===== config.mk =====
export PLATFORM = sky130hd
export DESIGN_NAME = tcw_front
export DESIGN_NICKNAME = d
export VERILOG_FILES = /design/src/rtl/tcw_pkg.sv /design/src/rtl/tcw_front.sv
export SDC_FILE = /design/constraint.sdc
export NUM_CORES = 1
export LEC_CHECK = 0
export CELL_PAD_IN_SITES_DETAIL_PLACEMENT = 0
export CELL_PAD_IN_SITES_GLOBAL_PLACEMENT = 1
export CORE_ASPECT_RATIO = 2
export CORE_MARGIN = 5
export CORE_UTILIZATION = 40
export CTS_CLUSTER_DIAMETER = 150
export DETAILED_ROUTE_END_ITERATION = 7
export DONT_BUFFER_PORTS = 1
export GPL_ROUTABILITY_DRIVEN = 0
export PLACE_DENSITY_LB_ADDON = 0.12
export SLEW_MARGIN = 20
export SYNTH_ARGS = -nofsm -noshare
export SYNTH_HDL_FRONTEND = slang
export SYNTH_SLANG_ARGS = --single-unit

===== constraint.sdc =====
create_clock -name clk -period 2 [get_ports clk]
set_input_delay 0.6 -clock clk [delete_from_list [all_inputs] [get_ports clk]]
set_output_delay 0.6 -clock clk [all_outputs]
set_load 0.03 [all_outputs]

===== src/rtl/tcw_pkg.sv =====
// Shared types, constants and helpers of the text console character writer.
package tcw_pkg;

  // Screen geometry limits
  localparam int MAX_COLS   = 80;
  localparam int MAX_ROWS   = 25;
  localparam int CELL_COUNT = MAX_COLS * MAX_ROWS;

  // Field and storage widths
  localparam int COL_W  = 7;
  localparam int ROW_W  = 5;
  localparam int CHAR_W = 8;
  localparam int IDX_W  = 11;
  localparam int CELL_W = 16;
  localparam int ADDR_W = $clog2(CELL_COUNT);
  localparam int TOT_W  = $clog2(CELL_COUNT + 1);
  localparam int PROD_W = COL_W + ROW_W;

  // Front-to-back queue sizing
  localparam int Q_DEPTH = 2;
  localparam int Q_PTR_W = $clog2(Q_DEPTH);
  localparam int Q_CNT_W = $clog2(Q_DEPTH + 1);

  // Cell and character codes
  localparam logic [CELL_W-1:0] CLEAR_CELL = 16'h0700;
  localparam logic [CHAR_W-1:0] CH_NUL     = 8'h00;
  localparam logic [CHAR_W-1:0] CH_TAB     = 8'h09;
  localparam logic [CHAR_W-1:0] CH_NL      = 8'h0A;
  localparam logic [CHAR_W-1:0] CH_CR      = 8'h0D;

  // Register map (index = paddr[3:2])
  localparam logic [1:0] REG_COLUMNS = 2'd0;
  localparam logic [1:0] REG_ROWS    = 2'd1;
  localparam logic [1:0] REG_ATTR    = 2'd2;

  localparam logic [COL_W-1:0]  COLS_RST = 7'd80;
  localparam logic [ROW_W-1:0]  ROWS_RST = 5'd25;
  localparam logic [CHAR_W-1:0] ATTR_RST = 8'h07;

  typedef struct packed {
    logic              operation;
    logic [CHAR_W-1:0] char_code;
    logic              end_of_string;
    logic [IDX_W-1:0]  cell_index;
  } in_t;

  typedef struct packed {
    logic [COL_W-1:0]  cursor_column;
    logic [ROW_W-1:0]  cursor_row;
    logic [IDX_W-1:0]  hardware_cursor;
    logic [CHAR_W-1:0] read_char;
    logic [CHAR_W-1:0] read_attr;
    logic              scrolled;
  } out_t;

  typedef struct packed {
    logic [COL_W-1:0]  columns;
    logic [ROW_W-1:0]  rows;
    logic [CHAR_W-1:0] text_attribute;
  } cfg_t;

  // Item class decided by the front end
  typedef enum logic [2:0] {
    K_READ,
    K_NUL,
    K_TAB,
    K_NL,
    K_CR,
    K_PRINT
  } kind_t;

  typedef struct packed {
    kind_t             kind;
    logic [CHAR_W-1:0] char_code;
    logic              end_of_string;
    logic [IDX_W-1:0]  cell_index;
  } q_entry_t;

  // Queue handshake toward the back end
  typedef struct packed {
    logic     valid;
    q_entry_t entry;
  } q_out_t;

  // Clamp the column register into 1..MAX_COLS
  function automatic logic [COL_W-1:0] eff_cols(input logic [COL_W-1:0] c);
    logic [COL_W-1:0] r;
    if (c == '0) begin
      r = COL_W'(1);
    end else if (c > COL_W'(MAX_COLS)) begin
      r = COL_W'(MAX_COLS);
    end else begin
      r = c;
    end
    return r;
  endfunction

  // Clamp the row register into 1..MAX_ROWS
  function automatic logic [ROW_W-1:0] eff_rows(input logic [ROW_W-1:0] c);
    logic [ROW_W-1:0] r;
    if (c == '0) begin
      r = ROW_W'(1);
    end else if (c > ROW_W'(MAX_ROWS)) begin
      r = ROW_W'(MAX_ROWS);
    end else begin
      r = c;
    end
    return r;
  endfunction

endpackage


===== src/rtl/tcw_front.sv =====
// Front end: accepts input beats, classifies them and queues them for the back end.
module tcw_front (
  input  logic             clk,
  input  logic             rst_n,
  input  logic             init_done,
  input  logic             in_valid,
  output logic             in_ready,
  input  tcw_pkg::in_t     in_data,
  output tcw_pkg::q_out_t  q_out,
  input  logic             q_pop
);

  tcw_pkg::q_entry_t            entry_r [tcw_pkg::Q_DEPTH];
  logic [tcw_pkg::Q_PTR_W-1:0]  wr_ptr_r, wr_ptr_nxt;
  logic [tcw_pkg::Q_PTR_W-1:0]  rd_ptr_r, rd_ptr_nxt;
  logic [tcw_pkg::Q_CNT_W-1:0]  count_r, count_nxt;
  tcw_pkg::q_entry_t            cls;
  logic                         push;
  logic                         pop;

  // Classify the incoming beat
  always_comb begin
    cls.char_code     = in_data.char_code;
    cls.end_of_string = in_data.end_of_string;
    cls.cell_index    = in_data.cell_index;
    if (in_data.operation) begin
      cls.kind = tcw_pkg::K_READ;
    end else begin
      case (in_data.char_code)
        tcw_pkg::CH_NUL: cls.kind = tcw_pkg::K_NUL;
        tcw_pkg::CH_TAB: cls.kind = tcw_pkg::K_TAB;
        tcw_pkg::CH_NL:  cls.kind = tcw_pkg::K_NL;
        tcw_pkg::CH_CR:  cls.kind = tcw_pkg::K_CR;
        default:         cls.kind = tcw_pkg::K_PRINT;
      endcase
    end
  end

  assign in_ready    = init_done && (count_r != tcw_pkg::Q_CNT_W'(tcw_pkg::Q_DEPTH));
  assign push        = in_valid && in_ready;
  assign pop         = q_pop && (count_r != '0);
  assign q_out.valid = (count_r != '0);
  assign q_out.entry = entry_r[rd_ptr_r];

  // Queue pointers, wrapping at the queue depth
  always_comb begin
    wr_ptr_nxt = wr_ptr_r;
    rd_ptr_nxt = rd_ptr_r;
    if (push) begin
      wr_ptr_nxt = (wr_ptr_r == tcw_pkg::Q_PTR_W'(tcw_pkg::Q_DEPTH - 1)) ? '0
                 : wr_ptr_r + tcw_pkg::Q_PTR_W'(1);
    end
    if (pop) begin
      rd_ptr_nxt = (rd_ptr_r == tcw_pkg::Q_PTR_W'(tcw_pkg::Q_DEPTH - 1)) ? '0
                 : rd_ptr_r + tcw_pkg::Q_PTR_W'(1);
    end
    count_nxt = count_r;
    if (push && !pop) begin
      count_nxt = count_r + tcw_pkg::Q_CNT_W'(1);
    end else if (pop && !push) begin
      count_nxt = count_r - tcw_pkg::Q_CNT_W'(1);
    end
  end

  always_ff @(posedge clk) begin
    if (!rst_n) begin
      wr_ptr_r <= '0;
      rd_ptr_r <= '0;
      count_r  <= '0;
    end else begin
      wr_ptr_r <= wr_ptr_nxt;
      rd_ptr_r <= rd_ptr_nxt;
      count_r  <= count_nxt;
    end
  end

  // Queue storage
  always_ff @(posedge clk) begin
    if (push) begin
      entry_r[wr_ptr_r] <= cls;
    end
  end

endmodule


==> impl_metrics.ini, run 1 <==
[outcome]
status = finished, final reports clean

[sta]
setup_viol = 0
slew_violations = 0
setup-tns-final_ps = 0
rsz0062_at_grt = false
fin_skew_ps = 3.47
fmax_ghz = 0.537
hold_viol_final = 0
worstMarginPinSlew_ps = 319
fin_crit_sh = 0.932
max_slew_margin = 0.785
period_needed_ps = 1860

[min_path]
worstHoldPathType = input pin to register
hp-start = in_data[0]
holdPathStages = 0

[synthesis]
synth_top_family_by_area = multiplexers
syn_area_mm2 = 0.00197
synthCells = 110
synth_xor_area_frac = 0.0178
yosys.area_share.simple = 0.0413
yosysTopAreaCell = edfxtp_1
yosysMostFrequentCell = edfxtp_1
postSynth.asyncResetShare = 0
syn_avg_cell_area_um2 = 17.9
synth-compound-area-share = 0.0267
muxShareOfSynthArea = 0.137
ys_top_cells_by_area = edfxtp_1 70%, mux2_2 13%, dfxtp_1 5.1%
synth_ff_type = edfxtp_1
syn_nets = 137
ys_seq_area_frac = 0.753
yosys_register_bits = 51
synthTopCellsByCount = 46 x edfxtp_1, 23 x mux2_2, 7 x inv_1, 5 x dfxtp_1, 4 x nand2_1
synth_fa_ha_area_frac = 0.00636
synth_top_area_frac = 0.702
yosysWarnings = 0
synth.distinct_cells = 22
synth_enable_flop_cells = 46

[final_layout]
diodes = 0
fillers = 435
layout.nets = 149
syn_to_final_growth_pct = 10.9
final_cells = 180
fin_util = 0.453
drive_gt1_frac = 0.309

[critical_path]
slowest_delay_ps = 440
cp_cell_sequence = buf_6, mux2_2
setup.worst_path.class = register to output port
cp.arrival_ps = 1260
cp_top_family = multiplexers
cp_num_cells = 2
r2r_cells = 6
critPathCaptureType = output port
critPathRequiredTime_ps = 1400
crit_fanout = 15
cp_slowest_cell = mux2_2
reg2reg_from = count_r[1]
start_kind = register
crit_buf_inv = 1

[clocking]
clock-root-buffer = clkbuf_8
cts_setup_buffers = 0
hold_buffers = 0
cts_tree = yes
clk_pin_slew_ps = 80
htreeDepth = 2
clk_latency_ps = 280
cts.sinks = 51
cts_buffers = 5
cts_buffer_depth = 2

[die]
start_util = 0.408
die_h_um = 109
io_pins = 51
coreArea_mm2 = 0.00482
fp-row-count = 36
dieWidth_um = 59.6
die_area_mm2 = 0.00651

[drt]
drt-total-wl_um = 3330
via_per_inst = 5.20
drtAntennaViolNets = 0
num_vias = 936
wl_per_cell_um = 18.5
drtIter0Drc = 20
drc = 0
drtPass1Iterations = 4

[grt]
grt_overflow = 0
antenna_found_initial = 0
grt_pass1_vias = 1022
grt_max_degree = 24
grt_pass1_wl_um = 5340
gr-usage-all-layers = 0.115

[place]
dp_cells = 172
hpwl_um = 2520
io_buffers = 0

[job]
drv_cap = 0

[pwr]
p_leak_nw = 0.724
internal_power_mw = 1.81
switching_share = 0.329
pwr-share-clk = 0.200
p_switching_uw = 886
combPwrFrac = 0.307
seqPwrFrac = 0.493
peakVddDrop_uv = 572
powerDensity_mw_per_mm2 = 1230
[power groups by stage]
| stage | combinational [mW] | clock (mW) | sequential [mW] |
|---|---|---|---|
| CTS | 0.842 | 0.568 | 1.33 |
| finish | 0.825 | 0.539 | 1.33 |
| global placement | 0.831 | 0 | 1.35 |
| detailed placement | 0.838 | 0 | 1.35 |
| global route | 0.894 | 0.623 | 1.34 |
| floorplan | 0.696 | 0 | 1.35 |
[final timing paths]
kind                   end  slack, ps
max              q_out[20]        140
min          entry_r[1][0]        400
max reg2reg     count_r[1]        360
min reg2reg       wr_ptr_r        490
[cells in the final DEF (no fill, tap or decap)]
cell type | Yosys | layout
a21boi_0 | 1 | 1
a21boi_1 | 1 | 1
a31oi_1 | 1 | 1
a41oi_1 | 1 | 1
and2_1 | 3 | 3
buf_12 | 0 | 1
buf_4 | 0 | 5
buf_6 | 0 | 1
clkbuf_1 | 0 | 3
clkbuf_8 | 0 | 5
dfxtp_1 | 5 | 5
edfxtp_1 | 46 | 46
ha_1 | 1 | 1
inv_1 | 7 | 7
mux2_2 | 23 | 23
mux2i_1 | 1 | 1
nand2_1 | 4 | 4
nor2_2 | 0 | 2
nor4_1 | 1 | 1
nor4_4 | 1 | 1
o211ai_1 | 1 | 1
o21ai_0 | 2 | 2
o21ai_1 | 1 | 1
or3_1 | 2 | 2
xnor2_1 | 3 | 3
xor2_1 | 1 | 1
[cell families after synthesis]
group | Yosys count
AOI/OAI and AO/OA | 8
xor gates and xnor gates | 4
adders and majority gates | 1
buffers and inverters | 9
DFF | 51
muxes | 24
and+or+nand+nor | 13
[layout make-up]
| class | count | area (um2) | area share |
|---|---|---|---|
| timing repair buffer | 7 | 68.8 | 0.0315 |
| multi-input combinational | 50 | 455 | 0.209 |
| clock buffer | 8 | 80.1 | 0.0367 |
| inverter | 7 | 26.3 | 0.0120 |
| tap | 57 | 71.3 | 0.0327 |
| sequential | 51 | 1480 | 0.679 |
[sequential cells by signal, indices dropped and copies added (netlist names), named ones only]
| signal | count |
|---|---|
| rd_ptr_r | 1 |
| count_r | 2 |
| entry_r | 46 |
| wr_ptr_r | 1 |
[repair_timing]
item / CTS / global route
gates resized for setup: 0 / 1
endpoints found under the setup margin: 0 / 12
endpoints found under the hold margin: 0 / 0
[per-layer routing]
metal,global-route usage,vias up,wire length [um]
li1,-,435,-
met1,0.101,460,994
met2,0.209,36,1930
met3,0.0557,5,339
met4,0.0523,0,67
met5,0,-,0
[stage by stage]
step / worst slack [ps] / area, um2 / power (mW) / hold slack (ps)
after detailed placement: 330 / 2100 / 2.19 / 483
after CTS: 64.0 / 2180 / 2.74 / 388
after global placement: 372 / 2100 / 2.18 / 469
after floorplan: -168 / 1970 / 2.04 / 451
after global routing: 38.4 / 2180 / 2.86 / 372
final: 136 / 2180 / 2.69 / 403
No activity file was read; power rests on OpenSTA's default activity.
==> inputs of run 2 (changes only) <==
--- a/config.mk
+++ b/config.mk
@@ -5,6 +5,7 @@
 export SDC_FILE = /design/constraint.sdc
 export NUM_CORES = 1
 export LEC_CHECK = 0
+export ABC_AREA = 1
 export CELL_PAD_IN_SITES_DETAIL_PLACEMENT = 0
 export CELL_PAD_IN_SITES_GLOBAL_PLACEMENT = 1
 export CORE_ASPECT_RATIO = 2
@@ -15,7 +16,6 @@
 export DONT_BUFFER_PORTS = 1
 export GPL_ROUTABILITY_DRIVEN = 0
 export PLACE_DENSITY_LB_ADDON = 0.12
-export SLEW_MARGIN = 20
 export SYNTH_ARGS = -nofsm -noshare
 export SYNTH_HDL_FRONTEND = slang
 export SYNTH_SLANG_ARGS = --single-unit
==> run 2 against run 1 <==
Net effect: worst hold slack got worse by 12 ps; sequential share of layout area decreased by 0.81 points; critical path type unchanged; clock skew increased by 2.5 ps; total power decreased by 12%; highest routed layer unchanged.
==> impl_metrics.ini, run 2 <==
[sta]
setup_viol = 0
whs_ps = 391
worstMarginPinSlew_ps = 242
max_slew_margin = 0.837
rsz0062_at_grt = false
fin_crit_sh = 0.946
fin_skew_ps = 5.99
period_needed_ps = 1890
finalWorstSetupSlack_ps = 108
hold_viol_final = 0
slew_violations = 0
fmax_ghz = 0.529

[clocking]
hold_buffers = 0
clk_pin_slew_ps = 90
cts_buffer_depth = 2
cts_setup_buffers = 0
clk_latency_ps = 300
cts_tree = yes
cts.sinks = 51
clock-root-buffer = clkbuf_8
cts_buffers = 5
htreeDepth = 2
ctsResizeCount = 0

[critical_path]
setup.worst_path.class = register to output port
crit_fanout = 23
start_kind = register
cp.arrival_ps = 1290
critPathCaptureType = output port
critPathRequiredTime_ps = 1400

[drt]
drtAntennaViolNets = 0
drtPass1Iterations = 2
num_vias = 1007
drt-total-wl_um = 3340
drtIter0Drc = 25
via_per_inst = 5.16
wl_per_cell_um = 17.1
drc = 0

[grt]
grt_pass1_vias = 1053
grt_max_degree = 24
gr-usage-all-layers = 0.112
grt_pass1_wl_um = 5220
antenna_found_initial = 0
grt_overflow = 0

[final_layout]
multi_input_area_um2 = 459
final_common_cell = edfxtp_1
largest_reg_flops = 46
reg_top3 = entry_r: 46 flops, count_r: 2 flops
final_cells = 195
fillers = 476
drive_gt1_frac = 0.290
layout_common_cells = 46 x edfxtp_1, 23 x mux2_2, 13 x nand2_1
diodes = 0
syn_to_final_growth_pct = 10.9
layout.nets = 164
largest-register = entry_r
register_area_mm2 = 0.00148

[pwr]
peakVddDrop_uv = 838
powerDensity_mw_per_mm2 = 1070
p_leak_nw = 0.755

[synthesis]
postSynth.asyncResetShare = 0
synthCells = 127
synth_top_area_frac = 0.693
yosysWarnings = 0
synthTopCellsByCount = 46 x edfxtp_1, 23 x mux2_2, 13 x nand2_1, 12 x nor2_1, 8 x inv_1
yosys_register_bits = 51
synth_ff_type = edfxtp_1
synth.distinct_cells = 16
syn_area_mm2 = 0.00199
syn_avg_cell_area_um2 = 15.7
yosysTopAreaCell = edfxtp_1
ys_seq_area_frac = 0.744
synth_enable_flop_cells = 46
yosysMostFrequentCell = edfxtp_1
syn_nets = 154
ys_top_cells_by_area = edfxtp_1 69%, mux2_2 13%, dfxtp_1 5.0%

[die]
start_util = 0.409
die_area_mm2 = 0.00658
die_h_um = 110
dieWidth_um = 59.9
fp-row-count = 36
io_pins = 51
coreArea_mm2 = 0.00486

[place]
hpwl_um = 2360
dp_cells = 187
io_buffers = 0
dp_slack_ps = 265

[min_path]
worstHoldPathType = input pin to register

[outcome]
status = finished, final reports clean

[job]
drv_cap = 0
[run 2: changes by cell type in the layout (fill, tap and decap cells not counted), moves of 3 or more]
cell,before,now
a21oi_1,0,7
buf_4,5,2
clkbuf_1,3,0
nand2_1,4,13
nor2_1,0,10
xnor2_1,3,0
[run 2: kinds of logic after synthesis]
group | synth area share
buffers and inverters | 0.0283
multiplexers | 0.130
adder cells (fa/ha/maj) | 0.00628
flip-flops | 0.744
AO/OA/AOI/OAI | 0.0358
AND/OR/NAND/NOR | 0.0559
[run 2: routing by layer]
metal  track usage  vias up  wire (um)
met5             0        -          0
met4        0.0618        0         90
met3        0.0517        5        306
met2         0.202       31       1920
met1        0.0965      494       1020
li1              -      477          -
[run 2: final timing paths]
check	from	end	slack (ps)	cells past startpoint
setup / recovery	register	q_out[20]	110	2
hold reg to reg	rd_ptr_r	register	490	2
hold / removal	in_data[0]	entry_r[0][0]	390	0
setup reg to reg	count_r[1]	count_r[1]	520	9
[run 2: report_power, final]
group	switching, mW	internal, mW
Combinational	0.362	0.172
Clock	0.323	0.244
Sequential	0.0239	1.24
Total	0.708	1.66
[run 2: per-stage QoR]
stage / TNS (ps) / power [mW] / area (um2) / utilization
2_1_floorplan: -7200 / 1.73 / 2000 / -
3_3_place_gp: 0 / 1.82 / 2120 / 0.436
3_5_place_dp: 0 / 1.83 / 2120 / 0.436
4_1_cts: 0 / 2.41 / 2210 / 0.454
5_1_grt: 0 / 2.49 / 2210 / 0.454
6_report: 0 / 2.37 / 2210 / 0.454
[run 2: final cells by class]
type | count | share of cell area
Timing Repair Buffer | 5 | 0.0340
Clock buffer | 5 | 0.0311
Inverter | 9 | 0.0153
Sequential cell | 51 | 0.670
Tap cell | 57 | 0.0323
Multi-Input combinational cell | 65 | 0.208
Clock inverter | 3 | 0.00906
[run 2: critical path, stage by stage, from the launching register on]
cell and delay [ps]:
dfxtp_1 360, buf_12 180, mux2_2 440
==> inputs of run 3 (changes only) <==
==> constraint.sdc (replaced) <==
create_clock -name clk -period 2.3 [get_ports clk]
set_input_delay 0.69 -clock clk [delete_from_list [all_inputs] [get_ports clk]]
set_output_delay 0.69 -clock clk [all_outputs]
set_load 0.03 [all_outputs]
==> run 3 against run 2 <==
Net effect: die area is the same; worst hold slack better by 97 ps; flip-flop and latch count stayed put; count of clock-buffer cells in the layout rose by 1; sequential share of layout area rose by 1.5 points; largest cell class unchanged; largest power group unchanged.
==> impl_metrics.ini, run 3 (same netlist as run 2, synthesis figures left out) <==
[clocking]
cts_tree = yes
clk_latency_ps = 290
cts_setup_buffers = 0
cts_buffers = 5
hold_buffers = 0
cts.sinks = 51
clk_pin_slew_ps = 80
ctsResizeCount = 0
cts_buffer_depth = 2
htreeDepth = 2
clock-root-buffer = clkbuf_8

[die]
dieWidth_um = 59.9
die_h_um = 110
fp-row-count = 36
coreArea_mm2 = 0.00486
die_area_mm2 = 0.00658
io_pins = 51
start_util = 0.409

[grt]
grt_pass1_vias = 1019
grt_pass1_wl_um = 5110
grt_overflow = 0
antenna_found_initial = 0
gr-usage-all-layers = 0.108
grt_max_degree = 24

[critical_path]
cp_slowest_cell = mux2_2
critPathRequiredTime_ps = 1610
critPathCaptureType = output port
cp_cell_sequence = buf_4, mux2_2
reg2reg_from = count_r[1]
cp.arrival_ps = 1360
slowest_delay_ps = 470
rr_endpoint = count_r[1]
crit_fanout = 23
r2r_cells = 8
reg2reg_setup_slack_ps = 590
start_kind = register
setup.worst_path.class = register to output port

[sta]
hold_viol_final = 0
max_slew_margin = 0.786
slew_violations = 0
fmax_ghz = 0.487
rsz0062_at_grt = false
fin_skew_ps = 2.37
setup_viol = 0
fin_crit_sh = 0.893
whs_ps = 488
worstMarginPinSlew_ps = 321
period_needed_ps = 2050

[final_layout]
fin_util = 0.444
largest-register = entry_r
layout_common_cells = 46 x edfxtp_1, 23 x mux2_2, 13 x nand2_1
largest_reg_flops = 46
layout.nets = 163
register_area_mm2 = 0.00148
syn_to_final_growth_pct = 8.48
fillers = 465
final_cells = 194
multi_input_area_um2 = 459
fin_area_mm2 = 0.00216
final_common_cell = edfxtp_1
drive_gt1_frac = 0.285
diodes = 0
reg_top3 = entry_r: 46 flops, count_r: 2 flops

[outcome]
status = finished, final reports clean

[job]
drv_cap = 0

[min_path]
holdPathStages = 0
worstHoldEndpoint = entry_r[0][13]
hp-start = in_data[13]
worstHoldPathType = input pin to register

[drt]
drtPass1Iterations = 4
via_per_inst = 5.05
drtIter0Drc = 24
num_vias = 979
drc = 0
drtAntennaViolNets = 0
drt-total-wl_um = 3340
wl_per_cell_um = 17.2

[place]
dp_cells = 186
hpwl_um = 2480
placed_area_mm2 = 0.00208
io_buffers = 0

[pwr]
p_leak_nw = 0.740
peakVddDrop_uv = 490
powerDensity_mw_per_mm2 = 930
==> run 3: cell types whose count changed in the layout (fill, tap and decap cells not counted) <==
cell	previous run	this run
clkinv_4	1	0
clkinv_2	0	1
clkbuf_1	0	1
buf_4	2	4
buf_12	3	0
clkinv_1	1	0
==> run 3: per-stage QoR <==
| stage | total power, mW | setup WS, ps | TNS (ps) |
|---|---|---|---|
| finish | 2.01 | 246 | 0 |
| global route | 2.11 | 176 | 0 |
| CTS | 2.05 | 203 | 0 |
| detailed placement | 1.56 | 497 | 0 |
| global placement | 1.56 | 529 | 0 |
| floorplan | 1.51 | -305 | -14050 |
==> run 3: critical path, delay by kind of cell, from the launching register on <==
kind	cells	cell delay, ps
muxes	1	470
DFF	1	310
buffers and inverters	1	280
==> run 3: metal layers <==
layer | global-route usage | wire (um)
met1 | 0.0980 | 1040
met2 | 0.193 | 1920
met3 | 0.0470 | 322
met4 | 0.0571 | 63
met5 | 0 | 0
==> run 3: cell type report <==
cell class / instances / share of cell area
multi-input combinational: 65 / 0.213
inverter: 9 / 0.0156
clock buffer: 6 / 0.0336
tap: 57 / 0.0330
clock inverter: 2 / 0.00579
timing repair buffer: 4 / 0.0139
sequential: 51 / 0.686
==> run 3: worst max path at each step <==
| stage | slack (ps) | start | endpoint | cells past startpoint |
|---|---|---|---|---|
| 6_report | 250 | register | q_out[14] | 2 |
| 5_1_grt | 180 | register | q_out[14] | 2 |
| 4_1_cts | 200 | register | q_out[14] | 2 |
| 3_5_place_dp | 500 | init_done | count_r[1] | 8 |
| 3_3_place_gp | 530 | init_done | count_r[1] | 8 |
| 2_1_floorplan | -310 | init_done | entry_r[0][0] | 3 |
==> run 3: where the power goes <==
part	switching (mW)	internal (mW)	leakage [nW]
logic	0.309	0.122	0.236
clock network	0.268	0.213	0.0412
registers	0.0177	1.08	0.462
